File: src/rtl/core/rsp_pkg.sv
// ----------------------------------------------------------------------------
// rsp_pkg
// Shared widths, reset values, register indexes and control types for the
// relief shading pipeline.
// ----------------------------------------------------------------------------
package rsp_pkg;

  localparam int HW   = 16;  // height
  localparam int CW   = 8;   // color channel
  localparam int DW   = 18;  // signed relief delta
  localparam int AW   = 17;  // delta magnitude
  localparam int PW   = 25;  // |delta| * light
  localparam int MPW  = 33;  // channel weight * product
  localparam int CDW  = 26;  // channel * denominator
  localparam int QW   = 10;  // quotient by 65535
  localparam int D3W  = 20;  // quotient times third reciprocal
  localparam int D3SH = 11;

  localparam logic [HW-1:0]   OCEAN_RST = 16'd19660;
  localparam logic [CW-1:0]   LIGHT_RST = 8'd75;
  localparam logic [3*CW-1:0] WATER_RST = 24'd620715;

  localparam logic [HW:0]     DEN_BASE  = 17'd65535;
  localparam logic [D3W-1:0]  DIV3_MUL  = 20'd683;
  localparam logic [CW-1:0]   CHAN_MAX  = 8'd255;

  typedef enum logic [1:0] {
    REG_OCEAN = 2'd0,
    REG_LIGHT = 2'd1,
    REG_WATER = 2'd2
  } cfg_idx_t;

  typedef struct packed {
    logic valid;
    logic missing;
    logic div3;     // center below ocean level
    logic neg;      // delta below zero
  } px_ctrl_t;

endpackage

File: src/rtl/core/rsp_cfg_regs.sv
// ----------------------------------------------------------------------------
// rsp_cfg_regs
// Configuration register file: ocean level, light level, water color.
// ----------------------------------------------------------------------------
module rsp_cfg_regs import rsp_pkg::*; (
  input  logic              clk,
  input  logic              rst_n,
  input  logic              cfg_we,
  input  logic [1:0]        cfg_index,
  input  logic [3*CW-1:0]   cfg_wdata,
  output logic [HW-1:0]     ocean_level,
  output logic [CW-1:0]     light_gain,
  output logic [3*CW-1:0]   water_color
);

  logic [HW-1:0]   ocean_r;
  logic [CW-1:0]   light_r;
  logic [3*CW-1:0] water_r;

  always_ff @(posedge clk) begin
    if (!rst_n) begin
      ocean_r <= OCEAN_RST;
      light_r <= LIGHT_RST;
      water_r <= WATER_RST;
    end else if (cfg_we) begin
      case (cfg_index)
        REG_OCEAN: ocean_r <= cfg_wdata[HW-1:0];
        REG_LIGHT: light_r <= cfg_wdata[CW-1:0];
        REG_WATER: water_r <= cfg_wdata;
        default: ;  // unmapped index, dropped
      endcase
    end
  end

  assign ocean_level = ocean_r;
  assign light_gain  = light_r;
  assign water_color = water_r;

endmodule

File: src/rtl/core/rsp_front.sv
// ----------------------------------------------------------------------------
// rsp_front
// Stages 1-2: color select, relief delta and its magnitude, then the
// light-scaled relief product shared by all three channels.
// ----------------------------------------------------------------------------
module rsp_front import rsp_pkg::*; (
  input  logic                 clk,
  input  logic                 rst_n,
  input  logic                 acc,
  input  logic [HW-1:0]        center_height,
  input  logic [HW-1:0]        east_height,
  input  logic [HW-1:0]        lower_height,
  input  logic                 neighbor_missing,
  input  logic                 is_water,
  input  logic [CW-1:0]        base_red,
  input  logic [CW-1:0]        base_green,
  input  logic [CW-1:0]        base_blue,
  input  logic [HW-1:0]        ocean_level,
  input  logic [CW-1:0]        light_gain,
  input  logic [3*CW-1:0]      water_color,
  output px_ctrl_t             ctrl,
  output logic [PW-1:0]        prod,
  output logic [2:0][CW-1:0]   col
);

  px_ctrl_t             ctrl1_r, ctrl1_nxt, ctrl2_r;
  logic [AW-1:0]        absd1_r, absd1_nxt;
  logic [2:0][CW-1:0]   col1_r, col1_nxt, col2_r;
  logic [PW-1:0]        prod2_r, prod2_nxt;
  logic [DW-1:0]        delta, delta_neg;

  always_comb begin
    delta     = {2'b00, east_height} + {2'b00, lower_height} - {1'b0, center_height, 1'b0};
    delta_neg = '0 - delta;
    ctrl1_nxt.valid   = acc;
    ctrl1_nxt.missing = neighbor_missing;
    ctrl1_nxt.div3    = (center_height < ocean_level);
    ctrl1_nxt.neg     = delta[DW-1];
    absd1_nxt = delta[DW-1] ? delta_neg[AW-1:0] : delta[AW-1:0];
    if (is_water) begin
      col1_nxt = water_color;
    end else begin
      col1_nxt = {base_red, base_green, base_blue};
    end
    prod2_nxt = PW'(absd1_r) * PW'(light_gain);
  end

  always_ff @(posedge clk) begin
    if (!rst_n) begin
      ctrl1_r <= '0;
      ctrl2_r <= '0;
    end else begin
      ctrl1_r <= ctrl1_nxt;
      ctrl2_r <= ctrl1_r;
    end
  end

  always_ff @(posedge clk) begin
    absd1_r <= absd1_nxt;
    col1_r  <= col1_nxt;
    prod2_r <= prod2_nxt;
    col2_r  <= col1_r;
  end

  assign ctrl = ctrl2_r;
  assign prod = prod2_r;
  assign col  = col2_r;

endmodule

File: src/rtl/core/rsp_chan.sv
// ----------------------------------------------------------------------------
// rsp_chan
// Stages 3-6 for one color channel: numerator terms, clipped difference,
// quotient by 65535, optional divide by three and saturation.
// ----------------------------------------------------------------------------
module rsp_chan import rsp_pkg::*; (
  input  logic            clk,
  input  logic [CW-1:0]   c,
  input  logic [PW-1:0]   prod,
  input  logic            neg,
  input  logic            div3,
  input  logic            missing,
  output logic [CW-1:0]   y
);

  // numerator = c*D - m*|prod|, m = c for rising relief, 255-c for falling
  logic [CW-1:0]   m;
  logic [3*CW-1:0] c65k;
  logic [MPW-1:0]  mp3_r, mp3_nxt, diff;
  logic [CDW-1:0]  cd3_r, cd3_nxt, x4_r, x4_nxt;
  logic [CW-1:0]   c3_r, c4_r, c5_r, y6_r, y6_nxt;
  logic            d3_3_r, d3_4_r, d3_5_r;
  logic            ms3_r, ms4_r, ms5_r;
  logic [QW-1:0]   q0, q5_r, q5_nxt, qv;
  logic [HW:0]     rem;
  logic [D3W-1:0]  t3;

  always_comb begin
    m       = neg ? (CHAN_MAX - c) : c;
    mp3_nxt = MPW'(m) * MPW'(prod);
    c65k    = {c, 16'h0000} - {16'h0000, c};
    cd3_nxt = div3 ? (CDW'({c65k, 1'b0}) + CDW'(c65k)) : CDW'(c65k);

    diff   = MPW'(cd3_r) - mp3_r;
    x4_nxt = (MPW'(cd3_r) > mp3_r) ? diff[CDW-1:0] : '0;

    // x / 65535: x>>16 is low by at most one; fix with the remainder
    q0     = x4_r[CDW-1:HW];
    rem    = {1'b0, x4_r[HW-1:0]} + (HW+1)'(q0);
    q5_nxt = q0 + QW'(rem >= DEN_BASE);

    t3 = D3W'(q5_r) * DIV3_MUL;
    qv = d3_5_r ? QW'(t3[D3W-1:D3SH]) : q5_r;
    if (ms5_r) begin
      y6_nxt = c5_r;
    end else if (qv > QW'(CHAN_MAX)) begin
      y6_nxt = CHAN_MAX;
    end else begin
      y6_nxt = qv[CW-1:0];
    end
  end

  always_ff @(posedge clk) begin
    mp3_r  <= mp3_nxt;
    cd3_r  <= cd3_nxt;
    c3_r   <= c;
    d3_3_r <= div3;
    ms3_r  <= missing;
    x4_r   <= x4_nxt;
    c4_r   <= c3_r;
    d3_4_r <= d3_3_r;
    ms4_r  <= ms3_r;
    q5_r   <= q5_nxt;
    c5_r   <= c4_r;
    d3_5_r <= d3_4_r;
    ms5_r  <= ms4_r;
    y6_r   <= y6_nxt;
  end

  assign y = y6_r;

endmodule

File: src/rtl/core/relief_shade_pixel.sv
// ----------------------------------------------------------------------------
// relief_shade_pixel
// Hill shading of one height-map pixel per clock, six-stage pipeline.
// ----------------------------------------------------------------------------
// Usage:
//   Input: drive in_* and raise start; a beat is taken at each edge with
//   start high and busy low. busy is high through reset, clears at the first
//   edge that samples rst_n high and then stays low, so one pixel per clock
//   can be streamed with no gaps.
//   Output: out_valid marks out_red/green/blue for exactly one cycle; the
//   sink must take it then, there is no backpressure.
//   Pipeline: a pixel taken at an edge passes six register stages before it
//   shows on the outputs. Throughput: one pixel per clock; the multipliers
//   (light product, channel weight, divide by three) each own a stage.
//   Config: cfg_we with cfg_index 0 ocean level, 1 light level, 2 water
//   color (red in bits 23:16). Write only while no pixel is in flight.
//   Reset (synchronous): registers take their default values, the pipeline
//   valid bits clear, nothing emerges until new pixels are taken.
// ----------------------------------------------------------------------------
module relief_shade_pixel import rsp_pkg::*; (
  input  logic              clk,
  input  logic              rst_n,
  input  logic              start,
  output logic              busy,
  input  logic [HW-1:0]     in_center_height,
  input  logic [HW-1:0]     in_east_height,
  input  logic [HW-1:0]     in_lower_height,
  input  logic              in_neighbor_missing,
  input  logic              in_is_water,
  input  logic [CW-1:0]     in_base_red,
  input  logic [CW-1:0]     in_base_green,
  input  logic [CW-1:0]     in_base_blue,
  output logic              out_valid,
  output logic [CW-1:0]     out_red,
  output logic [CW-1:0]     out_green,
  output logic [CW-1:0]     out_blue,
  input  logic              cfg_we,
  input  logic [1:0]        cfg_index,
  input  logic [3*CW-1:0]   cfg_wdata
);

  logic [HW-1:0]       ocean_level;
  logic [CW-1:0]       light_gain;
  logic [3*CW-1:0]     water_color;
  logic                busy_r;
  logic                acc;
  px_ctrl_t            ctrl2;
  logic [PW-1:0]       prod2;
  logic [2:0][CW-1:0]  col2;
  logic [2:0][CW-1:0]  y6;
  logic [3:0]          vld_r, vld_nxt;

  // busy through reset, cleared by the first edge that samples rst_n high
  always_ff @(posedge clk) begin
    if (!rst_n) busy_r <= 1'b1;
    else        busy_r <= 1'b0;
  end

  assign busy = busy_r;
  assign acc  = start & ~busy_r;

  rsp_cfg_regs u_cfg (
    .clk         (clk),
    .rst_n       (rst_n),
    .cfg_we      (cfg_we),
    .cfg_index   (cfg_index),
    .cfg_wdata   (cfg_wdata),
    .ocean_level (ocean_level),
    .light_gain  (light_gain),
    .water_color (water_color)
  );

  // stages 1-2: color select, delta, |delta| * light
  rsp_front u_front (
    .clk              (clk),
    .rst_n            (rst_n),
    .acc              (acc),
    .center_height    (in_center_height),
    .east_height      (in_east_height),
    .lower_height     (in_lower_height),
    .neighbor_missing (in_neighbor_missing),
    .is_water         (in_is_water),
    .base_red         (in_base_red),
    .base_green       (in_base_green),
    .base_blue        (in_base_blue),
    .ocean_level      (ocean_level),
    .light_gain       (light_gain),
    .water_color      (water_color),
    .ctrl             (ctrl2),
    .prod             (prod2),
    .col              (col2)
  );

  // stages 3-6: one lane per channel; col2[2] is red
  for (genvar i = 0; i < 3; i++) begin : g_chan
    rsp_chan u_chan (
      .clk     (clk),
      .c       (col2[i]),
      .prod    (prod2),
      .neg     (ctrl2.neg),
      .div3    (ctrl2.div3),
      .missing (ctrl2.missing),
      .y       (y6[i])
    );
  end

  // valid bits follow the lanes through stages 3-6
  assign vld_nxt = {vld_r[2:0], ctrl2.valid};

  always_ff @(posedge clk) begin
    if (!rst_n) vld_r <= '0;
    else        vld_r <= vld_nxt;
  end

  assign out_valid = vld_r[3];
  assign out_red   = y6[2];
  assign out_green = y6[1];
  assign out_blue  = y6[0];

endmodule

File: config.mk
export PLATFORM = sky130hd
export DESIGN_NAME = relief_shade_pixel
export DESIGN_NICKNAME = d
export VERILOG_FILES = /design/src/rtl/core/rsp_pkg.sv /design/src/rtl/core/rsp_cfg_regs.sv /design/src/rtl/core/rsp_front.sv /design/src/rtl/core/rsp_chan.sv /design/src/rtl/core/relief_shade_pixel.sv
export SDC_FILE = /design/constraint.sdc
export NUM_CORES = 2
export LEC_CHECK = 0
export BUFFER_PORTS_ARGS = -buffer_cell sky130_fd_sc_hd__buf_2
export CORE_AREA = 2 2 275 549
export DETAILED_ROUTE_END_ITERATION = 8
export DIE_AREA = 0 0 277 551
export HOLD_SLACK_MARGIN = 0.05
export PLACE_DENSITY = 0.5
export SKIP_LAST_GASP = 1
export SYNTH_ARGS = -nofsm -noshare
export SYNTH_HDL_FRONTEND = slang
export SYNTH_SLANG_ARGS = --single-unit
File: constraint.sdc
create_clock -name clk -period 7 [get_ports clk]
set_clock_uncertainty 0.1 [all_clocks]
set_input_delay 1.4 -clock clk [delete_from_list [all_inputs] [get_ports clk]]
set_output_delay 1.4 -clock clk [all_outputs]
set_load 0.01 [all_outputs]
==> flow_metrics.py <==
metrics = {
    "timing": {
        "worstMarginPinSlew_ps": 1120,
        "setup-tns-final_ps": 0,
        "finalCriticalPeriod_ps": 6340,
        "min_period_over_period": 0.906,
        "relSlewSlack": 0.255,
        "slew_violations": 0,
        "hold_viol_final": 0,
        "rsz0062_at_grt": "false",
        "clock.fmax_mhz": 158,
        "setup_viol": 0,
    },
    "setup_path": {
        "worstReg2RegStart": "u_front.ctrl[0]$_SDFF_PN0_",
        "required_ps": 7500,
        "critPathMaxFanout": 25,
        "slowest_delay_ps": 640,
        "cp-startpoint": "u_front.ctrl[0]$_SDFF_PN0_",
        "arrival_ps": 6840,
        "cpMostUsedCell": "fa_1",
        "cp_cell_sequence": "buf_4 -> xor2_1 -> buf_4 -> and2_1 -> fa_1 -> inv_1 -> fa_1 -> fa_1 -> fa_1 -> inv_1 -> ha_1 -> a21oi_1 -> nand2_1 -> o21ai_1 -> o311a_1 -> a21oi_1 -> a221oi_2 -> o221ai_1 -> nor4b_1 -> a311o_1",
        "path_class": "flip-flop to flip-flop",
        "crit_path_end_kind": "flip-flop",
        "cp_slowest_cell": "dfxtp_2",
        "startpoint_type": "flip-flop",
    },
    "finish": {
        "multi_input_area_um2": 37300,
        "design_area_um2": 56900,
        "drive_above_1_share": 0.0728,
        "area.sequential_um2": 10700,
        "fillers": 15200,
        "final_nets": 7142,
        "area_delta_synth_final_pct": 10.0,
    },
    "routing": {
        "vias_per_cell": 4.96,
        "wl_per_cell_um": 18.8,
        "wl_um": 148000,
        "ant_nets": 0,
        "dr_total_vias": 38800,
        "remaining_drc_errors": 0,
        "dr.pass1.iters": 5,
        "drtIter0Drc": 1504,
    },
    "floorplan": {
        "dieArea_um2": 153000,
        "placementRows": 200,
        "ios": 130,
        "core_um2": 148000,
        "start_util": 0.349,
        "fp.dieH_um": 551,
        "die_width_um": 277,
    },
    "synth": {
        "yosys.area_share.simple": 0.159,
        "synth.area.mux_share": 0.0125,
        "syn-num-nets": 7051,
        "synth-async-reset-ratio": 0,
        "yosysWarnings": 0,
        "avgSynthCellArea_um2": 9.00,
        "ys_seq_area_frac": 0.207,
        "synth_area_leader_cell": "fa_1",
        "synth.most_common_cell": "inv_1",
        "netlist_area_um2": 51700,
        "synth_seq_cells": 535,
        "synthCells": 5743,
        "synth_edf_count": 0,
        "synth_top_area_frac": 0.229,
        "synth_xor_area_frac": 0.0581,
        "synth-compound-area-share": 0.112,
        "ys_types": 91,
        "synth-main-ff-cell": "dfxtp_1",
        "synth_commonest_cells": "inv_1, nand2_1, ha_1",
        "synth_top_family_by_area": "adder cells",
        "synthTopCellsByArea": "fa_1, dfxtp_1, ha_1",
        "yosys.area_share.adder": 0.377,
    },
    "grt": {
        "grt_pass1_wl_um": 231000,
        "use_met3": 0.0145,
        "met1_usage": 0.171,
        "overflow": 0,
        "grt_busiest_layer": "met2",
        "grt_pass1_vias": 42700,
        "grt_antenna_before_repair": 13,
        "grt_use_total": 0.196,
        "grt_max_degree": 50,
        "met2_usage": 0.413,
    },
    "placed_design": {
        "place.detailed.hpwl_um": 124000,
        "gp_congestion": 0.892,
        "numPortBuffers": 129,
        "placed_cell_area_um2": 54800,
    },
    "outcome": {
        "status": "completed",
    },
    "clocking": {
        "cts_hold_buf": 0,
        "cts_tree": "built",
        "post_cts_buffers": 0,
        "root_buffer": "clkbuf_16",
        "worstSkewPairLatency_ps": 690,
        "cts.sinks": 535,
        "cts-resized-gates": 0,
        "cts.clk_slew.worst_paths_ps": 80,
        "cts_buffers": 52,
        "cts_buffer_depth": 3,
        "cts_htree_levels": 2,
    },
    "job": {
        "drv_cap": 0,
    },
    "min_path": {
        "hold_start": "g_chan[1].u_chan.c3_r[1]$_DFF_P_",
        "hold_path.class": "flip-flop to flip-flop",
    },
}
[final timing paths]
path                                                            to  slack (ps)  cells after the start
worst max-delay path            g_chan[2].u_chan.mp3_r[31]$_DFF_P_         660                     20
worst max register to register  g_chan[2].u_chan.mp3_r[31]$_DFF_P_         660                     20
worst min register to register    g_chan[1].u_chan.c4_r[1]$_DFF_P_         210                      0
worst min-delay path              g_chan[1].u_chan.c4_r[1]$_DFF_P_         210                      0
[final cells by class]
type / instances / share of cell area
Antenna cell: 36 / 0.00158
Clock buffer: 61 / 0.0251
Clock inverter: 37 / 0.00924
Inverter: 826 / 0.0545
Multi-Input combinational cell: 4199 / 0.656
Sequential cell: 535 / 0.188
Tap cell: 1919 / 0.0422
Timing Repair Buffer: 220 / 0.0234
[sequential cells by signal (all words and copies together) (netlist names), 4 cells and up]
name / count
u_front.col: 24
u_front.ctrl: 4
vld_r: 4
g_chan.u_chan.c3_r: 24
u_front.col1_r: 24
g_chan.u_chan.q5_r: 30
g_chan.u_chan.x4_r: 78
g_chan.u_chan.c4_r: 24
u_front.absd1_r: 17
g_chan.u_chan.mp3_r: 99
u_cfg.water_color: 24
g_chan.u_chan.y: 24
u_cfg.ocean_level: 16
g_chan.u_chan.cd3_r: 75
u_cfg.light_gain: 8
u_front.ctrl1_r: 4
u_front.prod: 25
g_chan.u_chan.c5_r: 24
[per-stage QoR]
step / hold WS (ps) / utilization / worst slack [ps] / instances
after floorplan: 210 / - / 792 / 5743
after global placement: 211 / 0.370 / 821 / 7699
after detailed placement: 212 / 0.370 / 771 / 7699
after CTS: 207 / 0.383 / 658 / 7797
after global routing: 209 / 0.384 / 312 / 7833
final: 207 / 0.384 / 655 / 7833
[worst max-delay path, delay by kind of cell (launching register included)]
| family | cells | cell delay, ps |
|---|---|---|
| AOI/OAI and AO/OA | 7 | 1840 |
| DFF | 1 | 640 |
| adders and majority gates | 5 | 2360 |
| buffers and inverters | 4 | 590 |
| xor gates and xnor gates | 1 | 70 |
| and+or+nand+nor | 3 | 620 |
[layout by cell type, fill, tap and decap left out, types with 12 or more instances in the layout]
cell type / n
a31o_2: 12
or3_1: 33
nor2b_1: 43
a31oi_1: 29
fa_1: 592
a21oi_1: 267
o21bai_1: 36
diode_2: 36
nor3_1: 72
nor4_1: 14
ha_1: 612
nand2_1: 666
nor2_1: 273
nand2b_1: 33
buf_4: 91
nor3b_1: 12
mux2_2: 37
a21o_1: 139
xnor2_1: 206
nand4_1: 28
o31ai_1: 20
nand3_1: 94
o21a_1: 36
xor2_2: 14
xor2_1: 123
and2_1: 365
a221oi_1: 15
o211ai_1: 33
clkbuf_16: 53
o21ai_0: 145
buf_2: 129
inv_1: 826
and3_1: 25
a211oi_1: 23
dfxtp_1: 533
mux2i_1: 23
[layer usage]
metal | share of wire | wire, µm | vias up
li1 | - | - | 18800
met4 | 0.072 | 10600 | 0
met5 | 0 | 0 | -
met3 | 0.020 | 2970 | 349
met2 | 0.58 | 86100 | 594
met1 | 0.32 | 47800 | 19100
[cell families (layout without fill, tap and decap cells)]
kind of cell | after synthesis | count (layout)
adders and majority gates | 1204 | 1204
and+or+nand+nor | 1711 | 1711
xor gates and xnor gates | 343 | 343
DFF | 535 | 535
muxes | 60 | 60
AOI/OAI and AO/OA | 881 | 881
other | 0 | 36
buffers and inverters | 1009 | 1144
Power is not shown: default switching activity piles up to over one toggle a cycle in this logic, so the estimate is an artifact.
